<file path="config.mk">
export PLATFORM = sky130hd
export DESIGN_NAME = ihtq_id_table
export DESIGN_NICKNAME = d
export VERILOG_FILES = /design/src/rtl/ihtq_pkg.sv /design/src/rtl/ihtq_id_table.sv
export SDC_FILE = /design/constraint.sdc
export NUM_CORES = 1
export LEC_CHECK = 0
export BUFFER_PORTS_ARGS = -buffer_cell sky130_fd_sc_hd__buf_2
export CORE_MARGIN = 5
export CORE_UTILIZATION = 45
export CTS_CLUSTER_DIAMETER = 30
export DETAILED_ROUTE_END_ITERATION = 8
export HOLD_SLACK_MARGIN = 0.02
export SYNTH_ARGS = -nofsm -noshare
export SYNTH_HDL_FRONTEND = slang
export SYNTH_SLANG_ARGS = --single-unit
</file>
<file path="constraint.sdc">
create_clock -name clk -period 1.81 [get_ports clk]
set_input_delay 0.362 -clock clk [delete_from_list [all_inputs] [get_ports clk]]
set_output_delay 0.362 -clock clk [all_outputs]
set_load 0.02 [all_outputs]
</file>
<file path="src/rtl/ihtq_pkg.sv">
`default_nettype none

package ihtq_pkg;

    // Field widths fixed by the interface
    localparam int TIME_W       = 48;
    localparam int PER_W        = 32;
    localparam int ID_OUT_W     = 5;
    localparam int DEF_CAPACITY = 32;

    // Request codes
    typedef enum logic [1:0] {
        MODE_REGISTER = 2'd0,
        MODE_CANCEL   = 2'd1,
        MODE_POLL     = 2'd2,
        MODE_NOP      = 2'd3
    } mode_t;

    // Result codes
    typedef enum logic [1:0] {
        KIND_REGISTERED = 2'd0,
        KIND_REJECTED   = 2'd1,
        KIND_EXPIRED    = 2'd2
    } kind_t;

    // Access strobes from the sequencer to every level cell
    typedef struct packed {
        logic rd_a;
        logic rd_b;
        logic wr;
    } heap_en_t;

endpackage

`default_nettype wire

</file>
<file path="src/rtl/ihtq_id_table.sv">
`default_nettype none

// Per-id word: heap position of a live id, or next free id of a free one.
// Entries never written read as id+1, which is the free chain after reset.
module ihtq_id_table #(
    parameter int CAPACITY = ihtq_pkg::DEF_CAPACITY,
    parameter int IDW      = 5,
    parameter int PW       = 6
) (
    input  wire logic           clk,
    input  wire logic           rst_n,
    input  wire logic           rd_en,
    input  wire logic [IDW-1:0] rd_idx,
    output logic      [PW-1:0]  rd_data,
    input  wire logic           wr_en,
    input  wire logic [IDW-1:0] wr_idx,
    input  wire logic [PW-1:0]  wr_data
);

    logic [PW-1:0]       mem_reg [CAPACITY];
    logic [CAPACITY-1:0] written_reg;
    logic [PW-1:0]       rd_q_reg;
    logic [IDW-1:0]      rd_idx_reg;
    logic                rd_written_reg;

    // Storage with registered read
    always_ff @(posedge clk)
    begin
        if (wr_en)
        begin
            mem_reg[wr_idx] <= wr_data;
        end
        if (rd_en)
        begin
            rd_q_reg   <= mem_reg[rd_idx];
            rd_idx_reg <= rd_idx;
        end
    end

    // Written flags stand in for the reset chain
    always_ff @(posedge clk or negedge rst_n)
    begin
        if (!rst_n)
        begin
            written_reg    <= '0;
            rd_written_reg <= 1'b0;
        end
        else
        begin
            if (wr_en)
            begin
                written_reg[wr_idx] <= 1'b1;
            end
            if (rd_en)
            begin
                rd_written_reg <= written_reg[rd_idx] || (wr_en && wr_idx == rd_idx);
            end
        end
    end

    assign rd_data = rd_written_reg ? rd_q_reg : PW'(rd_idx_reg) + PW'(1);

endmodule

`default_nettype wire

</file>
==> flow_summary_export.csv <==
group,metric,value,unit
sta,rsz0062_at_grt,"true",
sta,setup_viol,12,
power_and_ir_drop,ir_drop,586,uV
place,place_congestion,0.818,
clock_network,cts.sinks,236,
run,cap_violations,0,
setup_path,critPathSlowestCell,"edfxtp_1",
yosys,synth_edf_count,203,
routing,met1_length,9170,um
yosys,synth_cell_types,32,
yosys,yosysSeqAreaShare,74.3,%
sta,finalMaxSlewViolations,0,
yosys,async_flop_share,14.0,%
setup_path,critPathRequiredTime,1450,ps
clock_network,clock_latency,510,ps
routing,drt_iter0_drc,421,
routing,wl_met2,9340,um
power_and_ir_drop,p_leak,4.11,nW
setup_path,start_kind,"register",
routing,drtPass1Iterations,5,
sta,slew_headroom,59.1,%
grt,antenna_found_initial,0,
floorplanning,ios,26,
sta,tns,-1400,ps
power_and_ir_drop,pwr-share-comb,6.8,%
grt,grt_use_total,17.5,%
routing,vias,4698,
routing,routed.top_layer,"met4",
power_and_ir_drop,p_switching,3.12,mW
routing,drt-wirelength-per-cell,23.2,um
grt,grt_first_pass_wirelength,31000,um
grt,grt_pass1_vias,4978,
routing,drc,0,
yosys,ys_seq_elements,236,
yosys,yosys_warnings,0,
power_and_ir_drop,power_frac_seq,42.0,%
floorplanning,die_area,23700,um2
place,portBuffers,25,
sta,fin_skew,15.2,ps
sta,period_share,110,%
sta,worst_slack,-183,ps
setup_path,max_stage_delay,420,ps
clock_network,cts_buffers,39,
grt,grt_max_degree,34,
setup_path,worstSetupPathType,"reg -> out",
clock_network,cts_tree,"yes",
routing,ant_nets,0,
sta,min_period,1990,ps
power_and_ir_drop,clockPowerShare,51.2,%
final_layout,drive_above_1_share,43.5,%
clock_network,cts_root_buffer,"clkbuf_16",
sta,fmax,502,MHz
setup_path,path_cells,"ha_4, nand3_2, xor2_1, o21ai_1, buf_4",
floorplanning,rows,52,
yosys,postSynthCellCount,459,
grt,grt_overflow,0,
min_path,hold_class,"in -> reg",
final_layout,fin_nets,585,
clock_network,clkTransAtPathRegs,50,ps
status,violations,"negative setup slack",
power_and_ir_drop,power_density,1280,nW/um2
final_layout,area_growth,25.4,%
final_layout,stdcell_area,11700,um2
sta,holdWs,215,ps
place,pre_cts_ws,-629,ps
final_layout,utilization,57.5,%
routing,drt-total-wl,20100,um
routing,met3_length,1230,um
setup_path,arrival,1630,ps
place,placed_cell_area,10200,um2
setup_path,setup.worst_path.end_class,"primary output",
yosys,syn-cell-area,9320,um2
final_layout,diodes,0,
routing,viasPerCell,5.43,
place,hpwl,12900,um
final_layout,largest_reg_flops,192,
power_and_ir_drop,p_sw_share,20.8,%
sta,worstMarginPinSlew,614,ps
yosys,syn_nets,480,
sta,hold_viol,0,
floorplanning,die_y,154,um
floorplanning,start_util,45.9,%
clock_network,cts_buffer_depth,3,
yosys,syn-mean-instance-area,20.3,um2
final_layout,n_fill_cell,1515,
yosys,synth_flop_cell,"edfxtp_1",
clock_network,cts_max_level,2,
floorplanning,fp.coreArea,20300,um2
floorplanning,fp.dieW,154,um
setup_path,path_max_fanout,2,
status,outcome,"finished, violations left",
power_and_ir_drop,p_int,11.9,mW
## final timing paths
| kind | endpoint | from | depth (start not counted) | slack [ps] |
|---|---|---|---|---|
| setup / recovery | rd_data[4] | rd_idx_reg[0]$_DFFE_PP_ | 5 | -180 |
| hold / removal | rd_idx_reg[2]$_DFFE_PP_ | rd_idx[2] | 1 | 210 |
| setup reg to reg | rd_q_reg[3]$_DFFE_PP_ | mem_reg[11][3]$_DFFE_PP_ | 3 | -120 |
| hold reg to reg | written_reg[31]$_DFFE_PN0P_ | written_reg[31]$_DFFE_PN0P_ | 1 | 460 |
| max in group asynchronous | rd_written_reg$_DFFE_PN0P_ | rst_n | 3 | 1000 |
| min in group asynchronous | written_reg[29]$_DFFE_PN0P_ | rst_n | 3 | 440 |
## power groups by stage
stage / clock network [mW] / registers (mW) / logic [mW]
floorplan: 0 / 6.33 / 0.627
global placement: 0 / 6.36 / 0.956
detailed placement: 0 / 6.37 / 0.980
CTS: 7.78 / 6.28 / 1.02
global route: 8.09 / 6.30 / 1.10
finish: 7.67 / 6.28 / 1.02
## final cells by class
type                    instances  area (um2)  area share (%)
clock buffers                  48        1050            9.00
flip-flops and latches        236        6920            59.3
multi-input cells             200        2330            19.9
inverters                       2        7.51          0.0643
well taps                     270         338            2.89
clock inverters                24         344            2.95
repair buffers                 85         688            5.89
## worst max-delay path, delay by kind of cell (launching register included)
family                   cells  cell delay [ps]
flip-flops                   1              420
adder cells (fa/ha/maj)      1              170
buffers and inverters        1              160
XOR/XNOR                     1              150
AO/OA/AOI/OAI                1              140
AND/OR/NAND/NOR              1               80
## per-stage QoR
step                      cells  power [mW]
final                       865        15.0
after global routing        865        15.5
after CTS                   864        15.1
after detailed placement    790        7.35
after global placement      790        7.32
after floorplan             459        6.96
## synth_stat cells, types with 2 or more instances
cell	n	area share, %
a221oi_1	3	0.28
a41oi_1	2	0.19
and3_1	2	0.13
buf_1	2	0.081
buf_2	3	0.16
buf_4	6	0.48
clkbuf_1	9	0.36
dfrtp_1	33	8.9
edfxtp_1	203	65
mux2_2	8	0.97
mux2i_1	7	0.75
mux4_2	64	15
nand2_1	10	0.40
nand3_1	5	0.27
nand3b_1	5	0.40
nor2_1	37	1.5
o21ai_0	7	0.38
o31ai_1	2	0.16
or2_2	32	2.1
or3_1	2	0.13
xnor2_1	2	0.19
xor2_1	5	0.47
## timing repair
action | 4_1_cts | 5_1_grt
pin swaps | 2 | 3
hold endpoints to repair | 33 | 0
endpoints found under the setup margin | 12 | 12
hold buffers | 1 | 0
gates cloned | 0 | 0
resized for setup | 17 | 7
setup buffers | 1 | 1
## cell usage in the layout, fill, tap and decap left out, types with 4 or more instances in the layout
master     Yosys  layout
mux2_4         0       7
mux4_2        64      64
buf_2          3      19
clkbuf_1       9       6
mux2i_1        7       7
nand2_1       10      10
nand3b_1       5       5
buf_4          6      56
clkinv_2       0       4
edfxtp_1     203     203
clkinv_4       0       6
xor2_1         5       5
bufinv_16      0       7
or2_2         32      32
clkbuf_16      0      40
dfrtp_1       33      32
nor2_1        37      37
buf_12         0       7
## routing by layer
metal / global-route usage [%] / up-vias
li1: - / 2071
met1: 26.3 / 2450
met2: 25.9 / 149
met3: 3.99 / 28
met4: 4.84 / 0
met5: 0 / -
## logic make-up after synthesis
group / count (synthesis) / share of synthesized area, %
buf+inv: 23 / 1.29
flops: 236 / 74.3
simple gates: 97 / 5.26
fa+ha+maj: 1 / 0.134
compound gates: 16 / 1.17
xor+xnor: 7 / 0.658
mux: 79 / 17.2
No activity file was read; power rests on OpenSTA's default activity.
