## src/rtl/ihtq_pkg.sv

```systemverilog
`default_nettype none

package ihtq_pkg;

    // Field widths fixed by the interface
    localparam int TIME_W       = 48;
    localparam int PER_W        = 32;
    localparam int ID_OUT_W     = 5;
    localparam int DEF_CAPACITY = 32;

    // Request codes
    typedef enum logic [1:0] {
        MODE_REGISTER = 2'd0,
        MODE_CANCEL   = 2'd1,
        MODE_POLL     = 2'd2,
        MODE_NOP      = 2'd3
    } mode_t;

    // Result codes
    typedef enum logic [1:0] {
        KIND_REGISTERED = 2'd0,
        KIND_REJECTED   = 2'd1,
        KIND_EXPIRED    = 2'd2
    } kind_t;

    // Access strobes from the sequencer to every level cell
    typedef struct packed {
        logic rd_a;
        logic rd_b;
        logic wr;
    } heap_en_t;

endpackage

`default_nettype wire

```

## src/rtl/ihtq_level_cell.sv

```systemverilog
`default_nettype none

// One heap level: positions 2^LVL-1 .. 2^(LVL+1)-2, clipped to the capacity.
// Each cell decodes the shared position buses and answers only for its own
// level, so a sift walks from cell to neighbor cell one level per step.
module ihtq_level_cell #(
    parameter int CAPACITY = ihtq_pkg::DEF_CAPACITY,
    parameter int LVL      = 0,
    parameter int AW       = 7,
    parameter int EW       = 85
) (
    input  wire logic               clk,
    input  wire logic               rst_n,
    input  wire ihtq_pkg::heap_en_t en,
    input  wire logic [AW-1:0]      rd_a_pos,
    input  wire logic [AW-1:0]      rd_b_pos,
    input  wire logic [AW-1:0]      wr_pos,
    input  wire logic [EW-1:0]      wr_data,
    output logic      [EW-1:0]      rd_a_data,
    output logic      [EW-1:0]      rd_b_data
);

    localparam int BASE  = 1 << LVL;
    localparam int DEPTH = (CAPACITY - BASE + 1 < BASE) ? (CAPACITY - BASE + 1) : BASE;
    localparam int IW    = (DEPTH > 1) ? $clog2(DEPTH) : 1;

    logic [AW-1:0] a1, b1, w1;
    logic          a_hit, b_hit, w_hit;
    logic [IW-1:0] a_idx, b_idx, w_idx;

    logic [EW-1:0] mem_reg [DEPTH];
    logic [EW-1:0] a_data_reg, b_data_reg;
    logic          a_hit_reg, b_hit_reg;

    // Position decode: level is set by the leading one of pos+1
    assign a1    = rd_a_pos + AW'(1);
    assign b1    = rd_b_pos + AW'(1);
    assign w1    = wr_pos + AW'(1);
    assign a_hit = (a1 >= AW'(BASE)) && (a1 < AW'(BASE + DEPTH));
    assign b_hit = (b1 >= AW'(BASE)) && (b1 < AW'(BASE + DEPTH));
    assign w_hit = (w1 >= AW'(BASE)) && (w1 < AW'(BASE + DEPTH));
    assign a_idx = IW'(a1 - AW'(BASE));
    assign b_idx = IW'(b1 - AW'(BASE));
    assign w_idx = IW'(w1 - AW'(BASE));

    // Level storage: one write, two registered reads
    always_ff @(posedge clk)
    begin
        if (en.wr && w_hit)
        begin
            mem_reg[w_idx] <= wr_data;
        end
        if (en.rd_a && a_hit)
        begin
            a_data_reg <= mem_reg[a_idx];
        end
        if (en.rd_b && b_hit)
        begin
            b_data_reg <= mem_reg[b_idx];
        end
    end

    always_ff @(posedge clk or negedge rst_n)
    begin
        if (!rst_n)
        begin
            a_hit_reg <= 1'b0;
            b_hit_reg <= 1'b0;
        end
        else
        begin
            a_hit_reg <= en.rd_a && a_hit;
            b_hit_reg <= en.rd_b && b_hit;
        end
    end

    // Only the owning level drives nonzero data onto the OR bus
    assign rd_a_data = a_hit_reg ? a_data_reg : '0;
    assign rd_b_data = b_hit_reg ? b_data_reg : '0;

endmodule

`default_nettype wire

```

## config.mk

```make
export PLATFORM = sky130hd
export DESIGN_NAME = ihtq_level_cell
export DESIGN_NICKNAME = d
export VERILOG_FILES = /design/src/rtl/ihtq_pkg.sv /design/src/rtl/ihtq_level_cell.sv
export SDC_FILE = /design/constraint.sdc
export NUM_CORES = 1
export LEC_CHECK = 0
export BUFFER_PORTS_ARGS = -buffer_cell sky130_fd_sc_hd__buf_4
export CAP_MARGIN = 20
export CORE_MARGIN = 2
export CORE_UTILIZATION = 45
export DETAILED_ROUTE_END_ITERATION = 10
export PLACE_DENSITY = 0.72
export SYNTH_ARGS = -nofsm -noshare
export SYNTH_HDL_FRONTEND = slang
export SYNTH_SLANG_ARGS = --single-unit
```

## constraint.sdc

```tcl
create_clock -name clk -period 1.6 [get_ports clk]
set_input_delay 0.16 -clock clk [delete_from_list [all_inputs] [get_ports clk]]
set_output_delay 0.16 -clock clk [all_outputs]
set_load 0.01 [all_outputs]
```

==> flow_metrics.py, run 1 <==
metrics = {
    "setup_path": {
        "required_ps": 1440,
        "critPathMaxFanout": 39,
        "critPathArrivalTime_ps": 1490,
        "critical_path_class": "flop to primary output",
        "cp-end-kind": "primary output",
        "critPathLaunchType": "flop",
    },
    "run_status": {
        "violations": "setup timing",
        "status": "finished, violations left",
    },
    "finish": {
        "drive_gt1_frac": 0.430,
        "nNetsFinal": 1008,
        "layout_common_cells": "281 x buf_4, 255 x edfxtp_1, 142 x and2_1",
        "register_area_mm2": 0.00771,
        "stdcell_count": 1179,
        "area_growth_pct": 50.6,
        "fillerInstances": 1289,
        "diodes": 0,
        "final_common_cell": "buf_4",
        "multi_input_area_mm2": 0.00145,
        "stdcell_area_mm2": 0.0138,
    },
    "sta": {
        "min_period_over_period": 1.03,
        "finalMaxSlewViolations": 0,
        "fin_crit_ps": 1650,
        "clock_skew_ps": 5.20,
        "tns_ps": -2800,
        "report.final.hold_viol_count": 0,
        "setup_slack_ps": -48.9,
        "timing.fmax_mhz": 606,
        "setup_viol": 121,
        "worst_pin_slew_ps": 292,
        "grt_setup_unrepaired": "true",
        "relSlewSlack": 0.804,
    },
    "cts": {
        "ctsHtreeMaxLevel": 1,
        "clk_latency_ps": 500,
        "clk_root_buffer_cell": "clkbuf_16",
        "numCtsBuffers": 25,
        "cts_tree": "done",
        "cts_sinks": 257,
        "clkSlewWorstSetupHoldPaths_ps": 60,
        "ctsLongestPathBuffers": 3,
    },
    "yosys": {
        "netlist_top_cells_area": "edfxtp_1 84%, and2_1 12%, ha_1 0.82%",
        "synth-seq-cells": 257,
        "ys.warnings.count": 0,
        "synth.cell_area_mm2": 0.00913,
        "synth_nets": 601,
        "synth_largest_area_cell": "edfxtp_1",
        "syn_avg_cell_area_um2": 18.9,
        "ys_types": 15,
        "yosysTopAreaCellShare": 0.838,
        "yosysSeqAreaShare": 0.844,
        "synth_cells": 484,
    },
    "global_route": {
        "gr-usage-all-layers": 0.190,
        "grt_pass1_wl_mm": 31.9,
        "antenna_found_initial": 0,
        "grt_pass1_vias": 5935,
        "grt_overflow": 0,
        "grt_max_degree": 49,
    },
    "floorplan": {
        "coreArea_mm2": 0.0201,
        "die_area_mm2": 0.0215,
        "core.rowCount": 52,
        "io_pins": 281,
        "die_y_um": 146,
        "initial_utilization": 0.454,
        "die_w_um": 146,
    },
    "drt": {
        "routed_wl_mm": 20.9,
        "final_antenna_net_count": 0,
        "vias": 5532,
        "drtIter0Drc": 262,
        "avgRoutedWirePerCell_um": 17.7,
        "dr.pass1.iters": 4,
        "drcViolationCount": 0,
        "avgViaCountPerCell": 4.69,
    },
    "power": {
        "switching_share": 0.189,
        "p_sw_mw": 2.50,
        "combPwrFrac": 0.040,
        "ir_worst_vdd_mv": 0.827,
        "total_power_mw": 13.2,
        "powerDensity_mw_per_mm2": 962,
        "power_leakage_nw": 5.40,
        "power_frac_clock": 0.404,
        "power_frac_seq": 0.555,
        "intPower_mw": 10.7,
    },
    "place": {
        "hpwl_mm": 14.1,
        "io_buffers": 280,
        "dpl-instance-area_mm2": 0.0120,
        "place_inst": 1042,
        "detailedPlace.worstSlack_ps": -105,
        "place.gp.congestion": 0.796,
    },
    "job": {
        "maxCapViolations": 0,
    },
    "hold_path": {
        "hold_path_class": "primary input to flop",
    },
}
==> path summary, 6_finish.rpt <==
| check | start | endpoint | slack (ps) | cells past startpoint |
|---|---|---|---|---|
| max | a_hit_reg$_DFF_PN0_ | rd_a_data[63] | -50 | 3 |
| min | en[2] | a_data_reg[14]$_DFFE_PP_ | 310 | 4 |
| max reg2reg | mem_reg[0][19]$_DFFE_PP_ | a_data_reg[19]$_DFFE_PP_ | 900 | 0 |
| min reg2reg | mem_reg[0][64]$_DFFE_PP_ | a_data_reg[64]$_DFFE_PP_ | 450 | 0 |
| max in group asynchronous | rst_n | a_hit_reg$_DFF_PN0_ | 890 | 3 |
| min in group asynchronous | rst_n | b_hit_reg$_DFF_PN0_ | 560 | 3 |
==> Yosys cell counts <==
| master | instances |
|---|---|
| inv_1 | 9 |
| ha_1 | 6 |
| dfrtp_1 | 2 |
| clkbuf_1 | 6 |
| and2_1 | 170 |
| edfxtp_1 | 255 |
| nor4_2 | 2 |
| and4_1 | 3 |
| clkbuf_2 | 10 |
| nand3b_1 | 3 |
| nor3_1 | 6 |
| buf_2 | 2 |
| a31oi_1 | 6 |
| nor4_1 | 1 |
| o211ai_1 | 3 |
==> metrics by stage <==
stage	hold slack [ps]	util
after floorplan	-136	-
after global placement	-50.4	0.595
after detailed placement	-51.2	0.595
after CTS	294	0.679
after global routing	313	0.684
final	305	0.684
==> final cells by class <==
| cell class | instances | share of cell area |
|---|---|---|
| sequential | 257 | 0.561 |
| inverter | 9 | 0.00573 |
| clock inverter | 17 | 0.00846 |
| timing repair buffer | 398 | 0.249 |
| clock buffer | 28 | 0.0463 |
| tap | 270 | 0.0246 |
| multi-input combinational | 200 | 0.105 |
==> metal layers <==
| metal | vias to the layer above | part of all wire | global-route usage |
|---|---|---|---|
| met5 | - | 0 | 0 |
| met4 | 0 | 0.027 | 0.0607 |
| met3 | 47 | 0.075 | 0.0394 |
| met2 | 262 | 0.51 | 0.337 |
| met1 | 2650 | 0.39 | 0.236 |
| li1 | 2573 | - | - |
==> what timing repair did <==
item | in CTS | in global routing
setup buffers | 4 | 0
endpoints found under the hold margin | 87 | 0
gates cloned | 0 | 1
setup endpoints to repair | 139 | 170
hold buffers | 87 | 0
resized for setup | 19 | 28
==> cell families (layout without fill, tap and decap cells) <==
family	Yosys count	in the layout	share of synthesized area
compound gates	9	9	0.00658
fa+ha+maj	6	6	0.00822
buf+inv	27	452	0.0127
flops	257	257	0.844
simple gates	185	185	0.129
==> power groups by stage <==
stage / clock network (mW) / registers [mW] / logic, mW
floorplan: 0 / 7.49 / 0.0742
global placement: 0 / 7.49 / 0.337
detailed placement: 0 / 7.49 / 0.353
CTS: 5.47 / 7.35 / 0.531
global route: 5.78 / 7.34 / 0.570
finish: 5.35 / 7.35 / 0.535
==> worst max-delay path: stages, from the launching register on <==
cell and delay (ps):
dfrtp_2 480, buf_12 190, and2_1 160, buf_4 140
No activity file was read; power rests on OpenSTA's default activity.
==> run 2, diff against run 1 <==
==> constraint.sdc (replaced) <==
create_clock -name clk -period 1.93 [get_ports clk]
set_input_delay 0.193 -clock clk [delete_from_list [all_inputs] [get_ports clk]]
set_output_delay 0.193 -clock clk [all_outputs]
set_load 0.01 [all_outputs]
==> flow_metrics.py, run 2 (synthesized netlist as in run 1, its figures left out) <==
metrics = {
    "finish": {
        "diodes": 0,
        "fillerInstances": 1338,
        "finish.utilization": 0.673,
        "multi_input_area_mm2": 0.00138,
        "register_area_mm2": 0.00771,
        "nNetsFinal": 991,
        "layout_common_cells": "284 x buf_4, 255 x edfxtp_1, 170 x and2_1",
        "stdcell_area_mm2": 0.0135,
        "area_growth_pct": 48.1,
        "drive_gt1_frac": 0.393,
        "final_common_cell": "buf_4",
    },
    "setup_path": {
        "critPathMaxFanout": 35,
        "critical_path_class": "flop to primary output",
        "rr_endpoint": "a_data_reg[21]$_DFFE_PP_",
        "reg2reg_slack_ps": 1240,
        "r2r_start": "mem_reg[0][21]$_DFFE_PP_",
        "critPathLaunchType": "flop",
        "cp-end-kind": "primary output",
        "required_ps": 1740,
        "critPathArrivalTime_ps": 1640,
        "reg2reg_depth": 0,
    },
    "sta": {
        "finalMaxSlewViolations": 0,
        "relSlewSlack": 0.790,
        "clock_skew_ps": 8.53,
        "report.final.hold_viol_count": 0,
        "tns_ps": 0,
        "worst_pin_slew_ps": 313,
        "grt_setup_unrepaired": "false",
        "min_period_over_period": 0.950,
        "timing.fmax_mhz": 546,
        "hold_ws_ps": 280,
        "fin_crit_ps": 1830,
        "setup_viol": 0,
    },
    "floorplan": {
        "die_y_um": 146,
        "die_w_um": 146,
        "io_pins": 281,
        "initial_utilization": 0.454,
        "coreArea_mm2": 0.0201,
        "die_area_mm2": 0.0215,
        "core.rowCount": 52,
    },
    "job": {
        "maxCapViolations": 0,
    },
    "drt": {
        "avgRoutedWirePerCell_um": 17.9,
        "drcViolationCount": 0,
        "avgViaCountPerCell": 4.75,
        "vias": 5520,
        "drtIter0Drc": 290,
        "routed_wl_mm": 20.8,
        "dr.pass1.iters": 4,
        "final_antenna_net_count": 0,
    },
    "cts": {
        "post_cts_buffers": 0,
        "ctsHtreeMaxLevel": 1,
        "clkSlewWorstSetupHoldPaths_ps": 60,
        "ctsLongestPathBuffers": 3,
        "numCtsBuffers": 25,
        "cts_sinks": 257,
        "cts_tree": "done",
        "clk_latency_ps": 510,
        "clk_root_buffer_cell": "clkbuf_16",
    },
    "global_route": {
        "grt_max_degree": 71,
        "grt_pass1_vias": 5811,
        "grt_pass1_wl_mm": 31.3,
        "gr-usage-all-layers": 0.188,
        "grt_overflow": 0,
        "antenna_found_initial": 0,
    },
    "power": {
        "ir_worst_vdd_mv": 0.777,
        "powerDensity_mw_per_mm2": 833,
        "power_leakage_nw": 5.29,
    },
    "place": {
        "io_buffers": 280,
        "place.gp.congestion": 0.766,
        "hpwl_mm": 13.3,
        "dpl-instance-area_mm2": 0.0118,
    },
    "hold_path": {
        "hp-start": "en[1]",
        "hold_end": "b_hit_reg$_DFF_PN0_",
        "hold_path_class": "primary input to flop",
        "hold_depth": 4,
    },
    "run_status": {
        "status": "complete, no violations",
    },
}
[run 2: cell count changes in the layout (fill, tap and decap cells not counted), moves of 3 or more]
| cell | previous run | this run |
|---|---|---|
| clkinv_2 | 1 | 4 |
| clkinv_1 | 9 | 3 |
| buf_12 | 12 | 9 |
| buf_4 | 281 | 284 |
| buf_6 | 18 | 0 |
| and2_1 | 142 | 170 |
| and2_4 | 28 | 0 |
[run 2: metal layers]
layer	wire length, um	share of wire	up-vias	GRT usage
met2	10600	0.51	280	0.326
met5	0	0	-	0
met3	1690	0.081	52	0.0459
met4	656	0.031	0	0.0714
met1	7870	0.38	2646	0.228
li1	-	-	2542	-
[run 2: stage by stage]
| stage | setup slack (ps) | total power [mW] | std cells |
|---|---|---|---|
| global route | 34.2 | 11.6 | 1162 |
| finish | 97.1 | 11.3 | 1162 |
| detailed placement | 110 | 6.50 | 1029 |
| floorplan | -1200 | 6.27 | 484 |
| CTS | 23.7 | 11.4 | 1161 |
| global placement | 204 | 6.48 | 1029 |
[run 2: worst max-delay path by stage]
stage,start,end,slack (ps)
after floorplan,rd_b_pos[1],b_data_reg[0]$_DFFE_PP_,-1200
after global placement,rd_a_pos[1],a_data_reg[35]$_DFFE_PP_,200
after detailed placement,rd_a_pos[1],a_data_reg[35]$_DFFE_PP_,110
after CTS,a_hit_reg$_DFF_PN0_,rd_a_data[4],20
after global routing,a_hit_reg$_DFF_PN0_,rd_a_data[2],30
final,a_hit_reg$_DFF_PN0_,rd_a_data[52],100
[run 2: timing repair]
item,CTS,global route
endpoints found under the setup margin,0,32
resized for setup,0,1
hold buffers,87,0
endpoints found under the hold margin,87,0
[run 2: area by class of cell]
cell class | instances | share of cell area
flip-flops and latches | 257 | 0.570
inverters | 9 | 0.00583
clock inverters | 16 | 0.0124
repair buffers | 381 | 0.237
clock buffers | 29 | 0.0474
multi-input cells | 200 | 0.102
well taps | 270 | 0.0250
[run 2: where the power goes]
part	internal (mW)	switching [mW]	leakage, nW
combinational	0.294	0.141	2.59
clock	2.78	1.96	0.381
sequential	6.09	0.00404	2.32
total	9.17	2.10	5.29
[run 2: worst max-delay path, stage by stage (launching register included)]
cell and delay [ps]:
dfrtp_4 570, clkbuf_16 250, and2_1 170, buf_4 150
==> run 3, diff against run 2 <==
==> config.mk (replaced) <==
export PLATFORM = sky130hd
export DESIGN_NAME = ihtq_level_cell
export DESIGN_NICKNAME = d
export VERILOG_FILES = /design/src/rtl/ihtq_pkg.sv /design/src/rtl/ihtq_level_cell.sv
export SDC_FILE = /design/constraint.sdc
export NUM_CORES = 1
export LEC_CHECK = 0
export CAP_MARGIN = 20
export CORE_MARGIN = 2
export CORE_UTILIZATION = 42
export DETAILED_ROUTE_END_ITERATION = 10
export DONT_BUFFER_PORTS = 1
export SYNTH_ARGS = -nofsm -noshare
export SYNTH_HDL_FRONTEND = slang
export SYNTH_SLANG_ARGS = --single-unit
export TNS_END_PERCENT = 20
==> flow_metrics.py, run 3 (synthesized netlist as in run 1, its figures left out) <==
metrics = {
    "place": {
        "io_buffers": 0,
        "place_inst": 751,
        "dpl-instance-area_mm2": 0.00965,
        "place.gp.congestion": 0.750,
        "hpwl_mm": 11.5,
    },
    "sta": {
        "tns_ps": 0,
        "clock_skew_ps": 4.43,
        "timing.fmax_mhz": 558,
        "report.final.hold_viol_count": 0,
        "min_period_over_period": 0.929,
        "worst_pin_slew_ps": 493,
        "fin_crit_ps": 1790,
        "finalMaxSlewViolations": 0,
        "grt_setup_unrepaired": "false",
        "setup_viol": 0,
        "relSlewSlack": 0.671,
        "hold_ws_ps": 138,
    },
    "cts": {
        "cts_tree": "done",
        "clk_latency_ps": 500,
        "numCtsBuffers": 25,
        "clkSlewWorstSetupHoldPaths_ps": 60,
        "cts_resized": 0,
        "clk_root_buffer_cell": "clkbuf_16",
        "cts_sinks": 257,
        "ctsLongestPathBuffers": 3,
        "post_cts_buffers": 0,
        "ctsHtreeMaxLevel": 1,
    },
    "power": {
        "powerDensity_mw_per_mm2": 970,
        "ir_worst_vdd_mv": 0.699,
        "power_leakage_nw": 3.79,
    },
    "setup_path": {
        "critical_path_class": "flop to primary output",
        "critPathLaunchType": "flop",
        "crit_path_max_incr_delay_ps": 430,
        "rr_endpoint": "b_data_reg[0]$_DFFE_PP_",
        "reg2reg_slack_ps": 1230,
        "r2r_start": "mem_reg[0][0]$_DFFE_PP_",
        "cp-end-kind": "primary output",
        "cp_slowest_cell": "buf_4",
        "critPathLaunch": "b_hit_reg$_DFF_PN0_",
        "required_ps": 1740,
        "critPathArrivalTime_ps": 1600,
        "crit_family": "buffers and inverters",
        "reg2reg_depth": 0,
        "path_cells": "buf_4 > and2_1",
        "crit_buf_inv": 1,
        "critPathMaxFanout": 54,
    },
    "finish": {
        "stdcell_area_mm2": 0.0113,
        "multi_input_area_mm2": 0.00138,
        "fillerInstances": 1672,
        "layout_common_cells": "255 x edfxtp_1, 170 x and2_1, 87 x dlygate4sd3_1",
        "area_growth_pct": 23.8,
        "register_area_mm2": 0.00771,
        "drive_gt1_frac": 0.101,
        "final_common_cell": "edfxtp_1",
        "stdcell_count": 881,
        "finish.utilization": 0.535,
        "nNetsFinal": 707,
    },
    "global_route": {
        "gr-usage-all-layers": 0.149,
        "antenna_found_initial": 1,
        "grt_pass1_wl_mm": 25.8,
        "grt_overflow": 0,
        "grt_pass1_vias": 4636,
        "grt_max_degree": 55,
    },
    "drt": {
        "vias": 4378,
        "drtIter0Drc": 203,
        "dr.pass1.iters": 4,
        "avgViaCountPerCell": 4.97,
        "final_antenna_net_count": 0,
        "drcViolationCount": 0,
        "avgRoutedWirePerCell_um": 20.4,
        "routed_wl_mm": 18.0,
    },
    "floorplan": {
        "coreArea_mm2": 0.0212,
        "die_area_mm2": 0.0229,
        "core.rowCount": 53,
        "initial_utilization": 0.432,
        "io_pins": 281,
        "die_y_um": 151,
        "die_w_um": 151,
    },
    "job": {
        "maxCapViolations": 0,
    },
    "hold_path": {
        "hp-start": "en[1]",
        "hold_end": "b_hit_reg$_DFF_PN0_",
        "hold_path_class": "primary input to flop",
        "hold_depth": 3,
    },
    "run_status": {
        "status": "complete, no violations",
    },
}
[run 3: cell types whose count changed in the layout (fill, tap and decap cells not counted), moves of 2 or more]
cell,before,now
clkinv_2,4,2
clkinvlp_4,5,2
buf_12,9,6
clkbuf_1,4,2
clkinv_1,3,7
buf_4,284,4
[run 3: final cells by class]
cell class,instances,area share
Tap cell,275,0.0304
Antenna cell,1,0.000221
Timing Repair Buffer,97,0.0903
Multi-Input combinational cell,200,0.122
Sequential cell,257,0.682
Inverter,9,0.00586
Clock buffer,27,0.0560
Clock inverter,15,0.0133
[run 3: how the worst max path moves through the flow]
stage / cells past startpoint / endpoint
finish: 2 / rd_b_data[2]
global route: 2 / rd_b_data[14]
CTS: 2 / rd_b_data[1]
global placement: 6 / b_data_reg[70]$_DFFE_PP_
floorplan: 5 / b_data_reg[0]$_DFFE_PP_
detailed placement: 5 / a_data_reg[57]$_DFFE_PP_
[run 3: layer usage]
| metal | GRT usage | part of all wire |
|---|---|---|
| met1 | 0.171 | 0.37 |
| met4 | 0.0519 | 0.030 |
| met5 | 0 | 0 |
| met3 | 0.0464 | 0.097 |
| met2 | 0.264 | 0.50 |
[run 3: power breakdown]
| group | internal (mW) | leakage, nW | switching [mW] | total, mW |
|---|---|---|---|---|
| clock network | 2.75 | 0.376 | 1.90 | 4.65 |
| logic | 0.149 | 1.10 | 0.0789 | 0.228 |
| registers | 6.09 | 2.32 | 0.00377 | 6.09 |
| total | 8.99 | 3.79 | 1.98 | 11.0 |
[run 3: through the flow]
step | setup slack (ps) | power (mW)
2_1_floorplan | -1200 | 6.27
3_3_place_gp | 358 | 6.28
3_5_place_dp | 322 | 6.29
4_1_cts | 83.0 | 11.1
5_1_grt | 3.68 | 11.3
6_report | 138 | 11.0
[run 3: worst min-delay path, cell delays in order]
cell and delay (ps):
o211ai_1 110, nor3_4 80, buf_12 180
[run 3: repair_timing]
action | CTS | global route
hold endpoints to repair | 87 | 0
setup endpoints to repair | 0 | 0
hold buffers | 87 | 0
